$ cat src/design/chroma_444_to_420_downsampler_defines.svh
// Assertion macros for the chroma downsampler.
// Define ASSERT_OFF to compile the checks out.
`ifndef CHROMA_444_TO_420_DOWNSAMPLER_DEFINES_SVH
`define CHROMA_444_TO_420_DOWNSAMPLER_DEFINES_SVH

`ifndef ASSERT_OFF

// A property that must hold at every clock edge outside reset.
`define C420_ASSERT(label, prop, msg) \
    label: assert property (@(posedge clk) disable iff (!rst_n) (prop)) else $error(msg);

// A condition that must never be seen at a clock edge outside reset.
`define C420_NEVER(label, cond, msg) \
    label: assert property (@(posedge clk) disable iff (!rst_n) !(cond)) else $error(msg);

`else

`define C420_ASSERT(label, prop, msg)
`define C420_NEVER(label, cond, msg)

`endif

`endif

$ cat src/design/c420_pkg.sv
package c420_pkg;

    localparam int MAX_WIDTH  = 4096;
    localparam int MAX_HEIGHT = 4096;

    localparam int SAMPLE_W  = 8;
    localparam int HSUM_W    = 10;
    localparam int CFG_W     = 13;
    localparam int CFG_IDX_W = 1;
    localparam int CNT_W     = 12;
    localparam int BUF_DEPTH = MAX_WIDTH / 2;
    localparam int ADDR_W    = $clog2(BUF_DEPTH);

    localparam logic [CFG_W-1:0] WIDTH_RESET  = CFG_W'(1920);
    localparam logic [CFG_W-1:0] HEIGHT_RESET = CFG_W'(1080);
    localparam logic [CFG_W-1:0] MIN_SIZE     = CFG_W'(2);
    localparam logic [CFG_W-1:0] WIDTH_LIMIT  = CFG_W'(MAX_WIDTH);
    localparam logic [CFG_W-1:0] HEIGHT_LIMIT = CFG_W'(MAX_HEIGHT);

    typedef enum logic [CFG_IDX_W-1:0] {
        REG_LINE_WIDTH   = 1'b0,
        REG_FRAME_HEIGHT = 1'b1
    } cfg_reg_e;

    // Line buffer write request.
    typedef struct packed {
        logic              en;
        logic [ADDR_W-1:0] addr;
        logic [HSUM_W-1:0] data;
    } buf_wr_t;

    // Line buffer read request.
    typedef struct packed {
        logic              en;
        logic [ADDR_W-1:0] addr;
    } buf_rd_t;

    // What the horizontal stage hands on for the vertical average.
    typedef struct packed {
        logic              produce;
        logic [HSUM_W-1:0] hsum;
        logic              frame_end;
    } item_t;

    // Drop the low bit, then clamp to the range 2..lim.
    function automatic logic [CFG_W-1:0] eff_size(input logic [CFG_W-1:0] r,
                                                   input logic [CFG_W-1:0] lim);
        logic [CFG_W-1:0] v;
        v = {r[CFG_W-1:1], 1'b0};
        if (v < MIN_SIZE)
            v = MIN_SIZE;
        if (v > lim)
            v = lim;
        return v;
    endfunction

endpackage

$ cat src/design/c420_vavg.sv
module c420_vavg (
    input  logic                            clk,
    input  logic                            rst_n,
    input  logic                            accept,
    input  c420_pkg::item_t                 item,
    input  logic [c420_pkg::HSUM_W-1:0]     rdata,
    input  logic                            out_stall,
    output logic                            hold,
    output logic                            out_valid,
    output logic [c420_pkg::SAMPLE_W-1:0]   sub_sample,
    output logic                            frame_end
);
    import c420_pkg::*;

    logic                s1_valid_reg, s1_valid_next;
    logic [HSUM_W-1:0]   s1_hsum_reg;
    logic                s1_end_reg;
    logic                out_valid_reg, out_valid_next;
    logic [SAMPLE_W-1:0] sub_reg;
    logic                end_reg;

    logic                load_out;
    logic [HSUM_W+1:0]   vsum;

    // (4a + 4b + 16) >> 5 equals (a + b + 4) >> 3.
    always_comb
    begin
        load_out = !out_valid_reg || !out_stall;
        hold     = s1_valid_reg && !load_out;
        vsum     = {2'b00, rdata} + {2'b00, s1_hsum_reg} + (HSUM_W+2)'(4);
    end

    always_comb
    begin
        s1_valid_next  = s1_valid_reg;
        out_valid_next = out_valid_reg;
        if (accept)
            s1_valid_next = item.produce;
        else if (load_out)
            s1_valid_next = 1'b0;
        if (load_out)
            out_valid_next = s1_valid_reg;
    end

    always_ff @(posedge clk or negedge rst_n)
    begin
        if (!rst_n)
        begin
            s1_valid_reg  <= 1'b0;
            out_valid_reg <= 1'b0;
        end
        else
        begin
            s1_valid_reg  <= s1_valid_next;
            out_valid_reg <= out_valid_next;
        end
    end

    always_ff @(posedge clk)
    begin
        if (accept && item.produce)
        begin
            s1_hsum_reg <= item.hsum;
            s1_end_reg  <= item.frame_end;
        end
        if (load_out && s1_valid_reg)
        begin
            sub_reg <= vsum[HSUM_W:3];
            end_reg <= s1_end_reg;
        end
    end

    assign out_valid  = out_valid_reg;
    assign sub_sample = sub_reg;
    assign frame_end  = end_reg;

endmodule

$ cat config.mk
export PLATFORM = sky130hd
export DESIGN_NAME = c420_vavg
export DESIGN_NICKNAME = d
export VERILOG_FILES = /design/src/design/chroma_444_to_420_downsampler_defines.svh /design/src/design/c420_pkg.sv /design/src/design/c420_vavg.sv
export SDC_FILE = /design/constraint.sdc
export NUM_CORES = 1
export LEC_CHECK = 0
export BUFFER_PORTS_ARGS = -buffer_cell sky130_fd_sc_hd__clkbuf_2
export CORE_AREA = 5 5 54 56
export CTS_CLUSTER_SIZE = 40
export DETAILED_ROUTE_END_ITERATION = 6
export DIE_AREA = 0 0 59 61
export GPL_TIMING_DRIVEN = 0
export PLACE_DENSITY = 0.75
export SYNTH_ARGS = -nofsm -noshare
export SYNTH_HDL_FRONTEND = slang
export SYNTH_SLANG_ARGS = --single-unit
$ cat constraint.sdc
create_clock -name clk -period 5.6 [get_ports clk]
set_clock_uncertainty 0.05 [all_clocks]
set_input_delay 0.84 -clock clk [delete_from_list [all_inputs] [get_ports clk]]
set_output_delay 0.84 -clock clk [all_outputs]
set_load 0.02 [all_outputs]
# Word-level counts from Yosys, hierarchy flattened
# Cells that the tools add are included.
# classes
n_addsub	2
mul	0
div	0
order_cmp	0
n_eq_ne	0
shifts	0
mux	2
bitwise	0
n_reduce_logical	8
# op_table
cell	n
adder 10 x 10 -> 11 bit	1
adder 11 x 3 -> 11 bit, second input constant	1
logical AND 1 bit	3
zero test 1 bit	3
2-to-1 mux 1 bit	2
nonzero test 2 bit	1
logical OR 1 bit	1
# totals
reg_bits	22
latch_bits	0
ram_bits	0
romBits	0
in_bits	26
wordCells	18
n_memories	0

# Logic depth before layout (Yosys ltp)
# logic_depth
ltp_word	4
depth_mapped	9
mapped_depth_nobuf	9

# Worst setup path before layout
# OpenSTA, ideal clock, no wires.
# synth_path
path_kind	in2reg
from	in rdata[2] (netlist name)
to	reg sub_reg[7], in the netlist sub_sample[7] (data pin)
setup_ps	260
t_arrival_ps	2259
slack_ps	3031
path_stages	9
n_path_buf	0
cell_sequence	inv_1 > ha_1 > inv_1 > ha_1 > a41o_1 > a21oi_4 > o21ai_2 > a311oi_2 > xnor2_1
# synth_via
elab_chain_cells	2
# synth_lines
element	line_no	text
start: declaration	c420_vavg.sv:6	input logic [c420_pkg::HSUM_W-1:0] rdata,
adder 10 x 10 -> 11 bit	c420_vavg.sv:30	vsum = {2'b00, rdata} + {2'b00, s1_hsum_reg} + (HSUM_W+2)'(4);
adder 11 x 3 -> 11 bit	c420_vavg.sv:30	
via vsum[10]	c420_vavg.sv:23	logic [HSUM_W+1:0] vsum;
end signal: assignment	c420_vavg.sv:68	sub_reg <= vsum[HSUM_W:3];
end: declaration	c420_vavg.sv:19	logic [SAMPLE_W-1:0] sub_reg;
# The timed path passes the listed nets, and every way through them passes these cells.
# A chain may end at the register's enable or synchronous reset.

# Worst setup path in the final report
# Same ends and word-level chain as after synthesis.

==> results.md <==
- Status: finished, final reports clean
- Avg Cell Area, Syn: 15.5 um^2
- Max-slew headroom: 10.5%
- Initial core utilization: 46.0%
- CP Launch Type: primary input
- Pwr Density: 301 nW/um^2
- FF-to-FF End: sub_sample[7]
- Yosys reg bits: 22
- Ant. Diodes: 0
- HPWL after detailed placement: about 1.4 mm
- Power Total: 412 uW
- Number of port buffers: 36
- Vias in the first global route: 697
- Post-layout util: 57.3%
- Min-delay worst type: in2async
- Die H: between 60 and 70 um
- Num rows: 18
- Worst Path Required: 5.62 ns
- Max reg flops: 10
- Final period util: 43.4%
- Clk sink count: 22
- Slew Limit Fails: 0
- Top cells by area, synth: edfxtp_1 55%, ha_1 19%, xnor2_1 4.8%
- Post-Synthesis Cells: 71
- Synth Cell Area: 1100 um^2
- Most frequent cells in the layout: 36 x clkbuf_2, 20 x edfxtp_1, 17 x ha_1
- Via density: 4.99
- Total CTS buffers: 3
- Yosys top cell by area: edfxtp_1
- CTS tree: done
- Fraction of layout cells with a size suffix above 1: 39.6%
- Worst skew pair latency: ~0.30 ns
- Via count: 704
- Crit path capture type: flop
- DRT Pass-1 Iters: 2
- Hold WS: roughly 0.24 ns
- Worst EP arrival: about 2.5 ns
- Initial DRC Count: 2
- Worst Tran Pin Value: around 1.3 ns
- CP Class: in2reg
- R2R setup slack: 3.43 ns
- Static leakage power: 0.000644 uW
- Global router's overall resource usage: roughly 10%
- Placeable Area: 2390 um^2
- Dpl cells: around 140
- Die X: 59 um
- Boundary Pins: 37
- Synth-to-Final Area Change: 24.6%
- Final Hold Fails: 0
- Largest net degree at the start of global routing: 14
- Yosys warnings: 0
- Sum Neg Setup Slack: 0 ns
- Max Clock Freq: 0.411 GHz
- Min Tclk post-route: 2.43 ns
- PostCTS Resize Cnt: 0
- Reg-to-Reg Start: s1_hsum_reg[2]
- Post-Syn Nets: 114
- Worst-path fanout max: 5
- VDD IR-drop max: 0.194 mV
- Clock tree buffer depth: 2
- Final WL: 1.70 mm
- Initial antenna violation count: 0
- Worst reg-to-reg path cell count: 9
- DRC: 0
- Yosys cell types: 19
- Non-Filler Instances: about 140
- Synth top area share: 54.7%
- Htree depth: 1
- Nets: 155
- Seq/Total Area, Yosys: 59.2%
- Drt wl/cell: 12.1 um
- Total grt overflow: 0
- Global-route wire length before repair: 2.69 mm
- Unrepaired setup endpoints after global routing: false
- Placer Congestion: just under 0.8
- Post-DRT Antenna Nets: 0
- Die area: 3600 um^2
- Root buffer cell: clkbuf_4
- Commonest non-fill, non-tap cell in the layout: clkbuf_2
- # Max-Cap Violations: 0
- Setup-failing EPs final: 0
- Post-CTS setup buffers: 0
- Post-CTS Hold Buffers: 0
- Clock-pin slew on the worst setup and hold paths: about 0.12 ns
[worst max-delay path by stage]
stage	start	to	slack (ns)
6_report	rdata[2]	sub_sample[7]	3.17
5_1_grt	rdata[2]	sub_sample[7]	3.06
4_1_cts	rdata[2]	sub_sample[7]	3.16
3_5_place_dp	rdata[2]	sub_sample[7]	2.81
3_3_place_gp	rdata[2]	sub_sample[7]	2.88
2_1_floorplan	rdata[2]	sub_sample[7]	3.03
[kinds of logic (layout without fill, tap and decap cells)]
logic type | Yosys count | in the layout | share of synthesized area, %
flops | 22 | 22 | 59.2
fa+ha+maj | 17 | 17 | 19.4
compound gates | 13 | 13 | 9.68
xor+xnor | 8 | 8 | 6.38
simple gates | 5 | 5 | 2.62
buf+inv | 5 | 45 | 1.71
mux | 1 | 1 | 1.02
[cell type report]
cell class	count	area [um^2]
Clock buffer	3	22.5
Clock inverter	1	30.0
Fill cell	215	1020
Inverter	5	18.8
Multi-Input combinational cell	44	429
Sequential cell	22	651
Tap cell	30	37.5
Timing Repair Buffer	36	180
[synth_stat cells]
cell type,number
o21ai_2,1
nor2b_1,1
edfxtp_1,20
xnor2_1,6
inv_1,5
nand2_1,1
a41o_1,1
a21o_1,2
a21oi_4,1
a21oi_1,4
xor2_1,2
ha_1,17
a311oi_2,1
dfrtp_1,2
and2_1,1
mux2_2,1
a31oi_1,1
and3_1,2
a21boi_0,2
[report_power, final]
group	switching (uW)	leakage [uW]	internal, uW
clock network	47.0	0.0000279	72.4
registers	3.89	0.000212	200
logic	48.8	0.000404	40.7
[worst max-delay path: stages]
cell and delay [ns]:
clkbuf_2 0.08, inv_1 0.03, ha_1 0.26, inv_1 0.04, ha_1 0.28, a41o_1 0.23, a21oi_4 0.21, o21ai_2 0.12
a311oi_2 0.27, xnor2_1 0.08
[layer usage]
metal,track usage (%),part of all wire [%],wire length [um]
met1,10.8,35,599
met2,18.5,56,953
met3,2.77,7.4,126
met4,4.85,1.2,21
met5,0,0,0
[per-stage QoR]
stage	worst slack (ns)	cell area [um^2]
3_5_place_dp	2.81	1320
3_3_place_gp	2.88	1320
6_report	3.17	1370
4_1_cts	3.16	1370
5_1_grt	3.06	1370
2_1_floorplan	3.03	1100
Power figures use the tool's default switching activity.
