$ cat src/design/chroma_444_to_420_downsampler_defines.svh
// Assertion macros for the chroma downsampler.
// Define ASSERT_OFF to compile the checks out.
`ifndef CHROMA_444_TO_420_DOWNSAMPLER_DEFINES_SVH
`define CHROMA_444_TO_420_DOWNSAMPLER_DEFINES_SVH

`ifndef ASSERT_OFF

// A property that must hold at every clock edge outside reset.
`define C420_ASSERT(label, prop, msg) \
    label: assert property (@(posedge clk) disable iff (!rst_n) (prop)) else $error(msg);

// A condition that must never be seen at a clock edge outside reset.
`define C420_NEVER(label, cond, msg) \
    label: assert property (@(posedge clk) disable iff (!rst_n) !(cond)) else $error(msg);

`else

`define C420_ASSERT(label, prop, msg)
`define C420_NEVER(label, cond, msg)

`endif

`endif

$ cat src/design/c420_pkg.sv
package c420_pkg;

    localparam int MAX_WIDTH  = 4096;
    localparam int MAX_HEIGHT = 4096;

    localparam int SAMPLE_W  = 8;
    localparam int HSUM_W    = 10;
    localparam int CFG_W     = 13;
    localparam int CFG_IDX_W = 1;
    localparam int CNT_W     = 12;
    localparam int BUF_DEPTH = MAX_WIDTH / 2;
    localparam int ADDR_W    = $clog2(BUF_DEPTH);

    localparam logic [CFG_W-1:0] WIDTH_RESET  = CFG_W'(1920);
    localparam logic [CFG_W-1:0] HEIGHT_RESET = CFG_W'(1080);
    localparam logic [CFG_W-1:0] MIN_SIZE     = CFG_W'(2);
    localparam logic [CFG_W-1:0] WIDTH_LIMIT  = CFG_W'(MAX_WIDTH);
    localparam logic [CFG_W-1:0] HEIGHT_LIMIT = CFG_W'(MAX_HEIGHT);

    typedef enum logic [CFG_IDX_W-1:0] {
        REG_LINE_WIDTH   = 1'b0,
        REG_FRAME_HEIGHT = 1'b1
    } cfg_reg_e;

    // Line buffer write request.
    typedef struct packed {
        logic              en;
        logic [ADDR_W-1:0] addr;
        logic [HSUM_W-1:0] data;
    } buf_wr_t;

    // Line buffer read request.
    typedef struct packed {
        logic              en;
        logic [ADDR_W-1:0] addr;
    } buf_rd_t;

    // What the horizontal stage hands on for the vertical average.
    typedef struct packed {
        logic              produce;
        logic [HSUM_W-1:0] hsum;
        logic              frame_end;
    } item_t;

    // Drop the low bit, then clamp to the range 2..lim.
    function automatic logic [CFG_W-1:0] eff_size(input logic [CFG_W-1:0] r,
                                                   input logic [CFG_W-1:0] lim);
        logic [CFG_W-1:0] v;
        v = {r[CFG_W-1:1], 1'b0};
        if (v < MIN_SIZE)
            v = MIN_SIZE;
        if (v > lim)
            v = lim;
        return v;
    endfunction

endpackage

$ cat src/design/c420_hfilt.sv
module c420_hfilt (
    input  logic                            clk,
    input  logic                            rst_n,
    input  logic                            accept,
    input  logic [c420_pkg::SAMPLE_W-1:0]   sample,
    input  logic [c420_pkg::CFG_W-1:0]      w_eff,
    input  logic [c420_pkg::CFG_W-1:0]      h_eff,
    output c420_pkg::buf_wr_t               wr,
    output c420_pkg::buf_rd_t               rd,
    output c420_pkg::item_t                 item
);
    import c420_pkg::*;

    logic [CNT_W-1:0]    col_reg, col_next;
    logic [CNT_W-1:0]    row_reg, row_next;
    logic [SAMPLE_W-1:0] left_reg, left_next;
    logic [SAMPLE_W-1:0] centre_reg, centre_next;

    logic              last_col;
    logic              last_row;
    logic              odd_col;
    logic              odd_row;
    logic [HSUM_W-1:0] hsum;

    always_comb
    begin
        last_col = (({1'b0, col_reg} + CFG_W'(1)) >= w_eff);
        last_row = (({1'b0, row_reg} + CFG_W'(1)) >= h_eff);
        odd_col  = col_reg[0];
        odd_row  = row_reg[0];
        hsum = HSUM_W'({2'b00, left_reg}) + {1'b0, centre_reg, 1'b0}
             + HSUM_W'({2'b00, sample});
    end

    always_comb
    begin
        col_next    = col_reg;
        row_next    = row_reg;
        left_next   = left_reg;
        centre_next = centre_reg;
        if (accept)
        begin
            if (!odd_col)
            begin
                centre_next = sample;
                if (col_reg == '0)
                    left_next = sample;
            end
            else
            begin
                left_next = sample;
            end
            if (last_col)
            begin
                col_next = '0;
                row_next = last_row ? '0 : row_reg + CNT_W'(1);
            end
            else
            begin
                col_next = col_reg + CNT_W'(1);
            end
        end
    end

    always_ff @(posedge clk or negedge rst_n)
    begin
        if (!rst_n)
        begin
            col_reg    <= '0;
            row_reg    <= '0;
            left_reg   <= '0;
            centre_reg <= '0;
        end
        else
        begin
            col_reg    <= col_next;
            row_reg    <= row_next;
            left_reg   <= left_next;
            centre_reg <= centre_next;
        end
    end

    always_comb
    begin
        wr.en          = accept && odd_col && !odd_row;
        wr.addr        = col_reg[CNT_W-1:1];
        wr.data        = hsum;
        rd.en          = accept && odd_col && odd_row;
        rd.addr        = col_reg[CNT_W-1:1];
        item.produce   = rd.en;
        item.hsum      = hsum;
        item.frame_end = last_col && last_row;
    end

endmodule

$ cat config.mk
export PLATFORM = sky130hd
export DESIGN_NAME = c420_hfilt
export DESIGN_NICKNAME = d
export VERILOG_FILES = /design/src/design/chroma_444_to_420_downsampler_defines.svh /design/src/design/c420_pkg.sv /design/src/design/c420_hfilt.sv
export SDC_FILE = /design/constraint.sdc
export NUM_CORES = 1
export LEC_CHECK = 0
export BUFFER_PORTS_ARGS = -buffer_cell sky130_fd_sc_hd__buf_2
export CAP_MARGIN = 20
export CELL_PAD_IN_SITES_DETAIL_PLACEMENT = 1
export CELL_PAD_IN_SITES_GLOBAL_PLACEMENT = 2
export CORE_ASPECT_RATIO = 1.25
export CORE_MARGIN = 4
export CORE_UTILIZATION = 33
export CTS_CLUSTER_DIAMETER = 80
export DETAILED_ROUTE_END_ITERATION = 10
export PLACE_DENSITY_LB_ADDON = 0.1
export REMOVE_ABC_BUFFERS = 1
export SYNTH_ARGS = -nofsm -noshare
export SYNTH_HDL_FRONTEND = slang
export SYNTH_SLANG_ARGS = --single-unit
$ cat constraint.sdc
create_clock -name clk -period 3.45 [get_ports clk]
set_clock_uncertainty 0.1 [all_clocks]
set_input_delay 0.1725 -clock clk [delete_from_list [all_inputs] [get_ports clk]]
set_output_delay 0.1725 -clock clk [all_outputs]
set_load 0.03 [all_outputs]
== After elaboration in Yosys (flattened, before gate mapping) ==
Index checks and enable logic that the tools add are counted.
Cells by class
  add/sub/neg operators: 6
  magnitude comparators: 2
  muxes and demuxes: 4
  bitwise gates (word level): 1
  reductions and logical operators: 10
Operators with widths (count)
  adder 12 x 1 -> 13 bit, second input constant: 2
  >= comparator 13 bit: 2
  adder 12 x 1 -> 12 bit, second input constant: 2
  2-to-1 mux 12 bit: 2
  2-to-1 mux 8 bit: 2
  zero test 12 bit: 1
  adder 10 x 8 -> 10 bit: 1
  adder 8 x 9 -> 10 bit: 1
  AND reduction 2 bit: 3
  logical AND 1 bit: 4
  nonzero test 2 bit: 1
  zero test 1 bit: 1
  NOT 1 bit: 1
Storage, ports and cells
  flip-flop bits (word level): 40
  input port bits: 37
  output and inout bits: 46
  word-level logic and storage cells: 27

== Logic depth before layout (Yosys ltp) ==
  depth after elaboration: 3
  gate-level depth with buffers: 14
  gate-level depth less buffers: 12

== Worst setup path after synthesis ==
Ideal clock, no wire load.
  path kind: flip-flop to output port
  from: register left_reg[1]
  to: output wr[9] (netlist name)
  arrival time: 2.980 ns
  required time: 3.178 ns
  slack: 0.197 ns
  cell stages (with the launch flop): 12
  buffers on the path: 1
  cell sequence: dfrtp_1 -> fa_1 -> ha_1 -> inv_1 -> fa_1 -> nor2b_1 -> o21ai_0 -> nand2b_1 -> a21o_1 -> a21oi_1 -> o21ai_0 -> buf_4
RTL lines
  from (decl): line c420_hfilt.sv:16  | logic [SAMPLE_W-1:0] left_reg, left_next;
  from (signal assigned): line c420_hfilt.sv:78  | left_reg <= left_next;
  to (decl): line c420_hfilt.sv:8  | output c420_pkg::buf_wr_t wr,

==> summary.md <==
| Metric | Value |
|---|---|
| Layout area overhead | `15.34%` |
| Hold Fails Final Rpt | `0` |
| Synth top area cells | `dfrtp_1, ha_1, buf_4, mux2_2, xnor2_1` |
| I/O pin count | `83` |
| Synthesized netlist cell count | `361` |
| Port-buffer cells | `82` |
| Pwr Density | `738.8 nW/µm²` |
| R2r startpoint | `col_reg[3]` |
| Root Driver | `clkbuf_16` |
| Global-route wire length before repair | `13.65 mm` |
| RSZ-0062 raised after global routing | `no` |
| Routed WL | `8.286 mm` |
| Period utilization | `94.77%` |
| Prevailing post-synth register cell | `dfrtp_1` |
| Worst slew pin tran | `0.9534 ns` |
| GP Congestion | `0.7743` |
| Worst setup path endpoint | `item[0]` |
| Vias per cell | `4.969` |
| Pre-antenna DRT Iters | `4` |
| Dpl hpwl | `6.803 mm` |
| Worst Setup Start Kind | `register` |
| Reg2reg path depth | `12` |
| Outcome | `complete, no violations` |
| Antenna violations before repair | `0` |
| Post-synth cell types | `45` |
| Number of synthesized flops with an enable pin | `0` |
| FF+latch area | `1001 µm²` |
| Number of CTS-inserted buffers | `5` |
| Layout cells sized above 1 | `32.06%` |
| Cell area after synthesis | `3418 µm²` |
| Row count | `41` |
| FF-to-FF End | `row_reg[2]` |
| DRT iter0 DRCs | `33` |
| Layout Cell Area excl Fill | `3943 µm²` |
| Achievable Freq | `305.8 MHz` |
| CTS H-Tree Depth | `2` |
| Most frequent cells after synthesis | `dfrtp_1, ha_1, buf_4, inv_1, nand2_1` |
| Critical Path RT | `3.18 ns` |
| Max Cap Viol | `0` |
| Worst Hold Depth | `2` |
| Grt met2 use | `26.89%` |
| TritonCTS clock tree | `yes` |
| Ant diodes | `0` |
| Register area share after synthesis | `29.28%` |
| Yosys top cell area share | `29.28%` |
| Fillers | `1,201` |
| CP endpoint kind | `output port` |
| Crit. Startpoint | `col_reg[3]` |
| GRT Max-Usage Layer | `met2` |
| M1 GR Usage | `16.08%` |
| Core Footprint | `10,110 µm²` |
| Critical path fanouts, max | `7` |
| CTS Sinks | `40` |
| Clk Latency, worst-skew pair | `0.28 ns` |
| Clk slew on worst S/H paths | `0.06 ns` |
| Vias after detailed routing | `2,718` |
| Yosys top cell by area | `dfrtp_1` |
| Seq cells post-synth | `40` |
| Max Buffers Root-to-Sink | `2` |
| Final global-route overflow total | `0` |
| Leak Pwr | `2.042 nW` |
| GRT Util Overall | `14.04%` |
| Final total power | `2.913 mW` |
| DRT antenna net count | `0` |
| Worst reg-to-reg setup slack | `0.30 ns` |
| Cell Area, Placed | `3750 µm²` |
| Fin. max-slew vios | `0` |
| Initial Util | `33.82%` |
| Largest net degree at the start of global routing | `41` |
| Synth warn | `0` |
| Nets@finish | `502` |
| Setup TNS | `0 ns` |
| Syn Area/Cell | `9.469 µm²` |
| Hold crit path type | `in -> reg` |
| Multi-input logic area | `2031 µm²` |
| Ys async rst share | `100.0%` |
| DIE HEIGHT | `121.8 µm` |
| Final core occ | `39.01%` |
| Die Footprint | `12,060 µm²` |
| Wire per inst | `15.15 µm` |
| Fin crit period | `3.270 ns` |
| Max IR drop VDD | `0.0003778 V` |
| Met3 GRT Util | `1.890%` |
| Die W | `99.03 µm` |
| DRC | `0` |
| Headroom to the max-slew limit | `36.44%` |
| Crit Path Category | `reg -> out` |
| Number of global-route vias before repair | `2,803` |
| Final setup vio count | `0` |
| Critical path arrival | `3.00 ns` |
-- critical path, cell delays in order (launching register included) --
cell and delay (ns):
dfrtp_1 0.47, nand3_1 0.23, nor4_4 0.24, nand4_1 0.15, xnor2_1 0.28, ha_1 0.29, and4_4 0.20, and2_1 0.20
a221oi_4 0.37, nor2_1 0.09, buf_2 0.19
-- power by group --
part | switching (mW) | internal, mW | leakage, nW
clock | 0.184 | 0.285 | 0.0766
combinational | 1.23 | 0.596 | 1.47
sequential | 0.0715 | 0.542 | 0.494
total | 1.49 | 1.42 | 2.04
-- per-layer routing --
metal / wire (µm) / up-vias
li1: - / 1315
met1: 3345 / 1347
met2: 4521 / 49
met3: 293 / 7
met4: 127 / 0
met5: 0 / -
-- per-stage QoR --
stage	setup slack, ns	hold slack [ns]	std cells
after global placement	0.1898	0.2756	538
after global routing	0.002033	0.08310	547
final	0.1803	0.05993	547
after detailed placement	0.1692	0.2824	538
after floorplan	-0.06312	-0.2231	320
after CTS	0.09974	0.05575	547
-- worst min path at each step --
| stage | start | to |
|---|---|---|
| 2_1_floorplan | rst_n | centre_reg[0] |
| 3_3_place_gp | rst_n | left_reg[5] |
| 3_5_place_dp | rst_n | left_reg[5] |
| 4_1_cts | sample[0] | centre_reg[0] |
| 5_1_grt | sample[4] | centre_reg[4] |
| 6_report | sample[0] | left_reg[0] |
-- what timing repair did --
action,CTS,global route
gates resized for setup,1,5
hold buffers,1,0
endpoints found under the hold margin,40,0
endpoints found under the setup margin,1,1
setup buffers,0,0
pin swaps,0,0
-- logic make-up after synthesis --
kind of cell | after synthesis | synth area share (%)
muxes | 18 | 5.893
and+or+nand+nor | 95 | 13.69
adders and majority gates | 48 | 19.33
DFF | 40 | 29.28
xor gates and xnor gates | 25 | 6.406
buffers and inverters | 75 | 12.30
AOI/OAI and AO/OA | 60 | 13.10
-- placed cells by master, fill, tap and decap left out, types with 4 or more instances in the layout --
| master | count |
|---|---|
| a21o_1 | 4 |
| dfrtp_1 | 40 |
| a22o_1 | 8 |
| fa_1 | 8 |
| ha_1 | 40 |
| nor2b_1 | 13 |
| a31o_2 | 10 |
| mux2_2 | 17 |
| nor3_1 | 5 |
| a21oi_1 | 14 |
| nand2_1 | 28 |
| buf_4 | 7 |
| o21ai_0 | 7 |
| clkbuf_16 | 5 |
| nor2_1 | 19 |
| inv_1 | 33 |
| xnor2_1 | 19 |
| xor2_1 | 6 |
| nand3_1 | 12 |
| buf_2 | 82 |
-- final cells by class --
class / instances / share of cell area (%)
Timing Repair Buffer: 90 / 12.00
Clock buffer: 6 / 3.523
Inverter: 34 / 3.237
Multi-Input combinational cell: 246 / 51.51
Clock inverter: 2 / 0.2539
Sequential cell: 40 / 25.39
Tap cell: 129 / 4.094
Note: power is estimated with default switching activity, not from simulation.
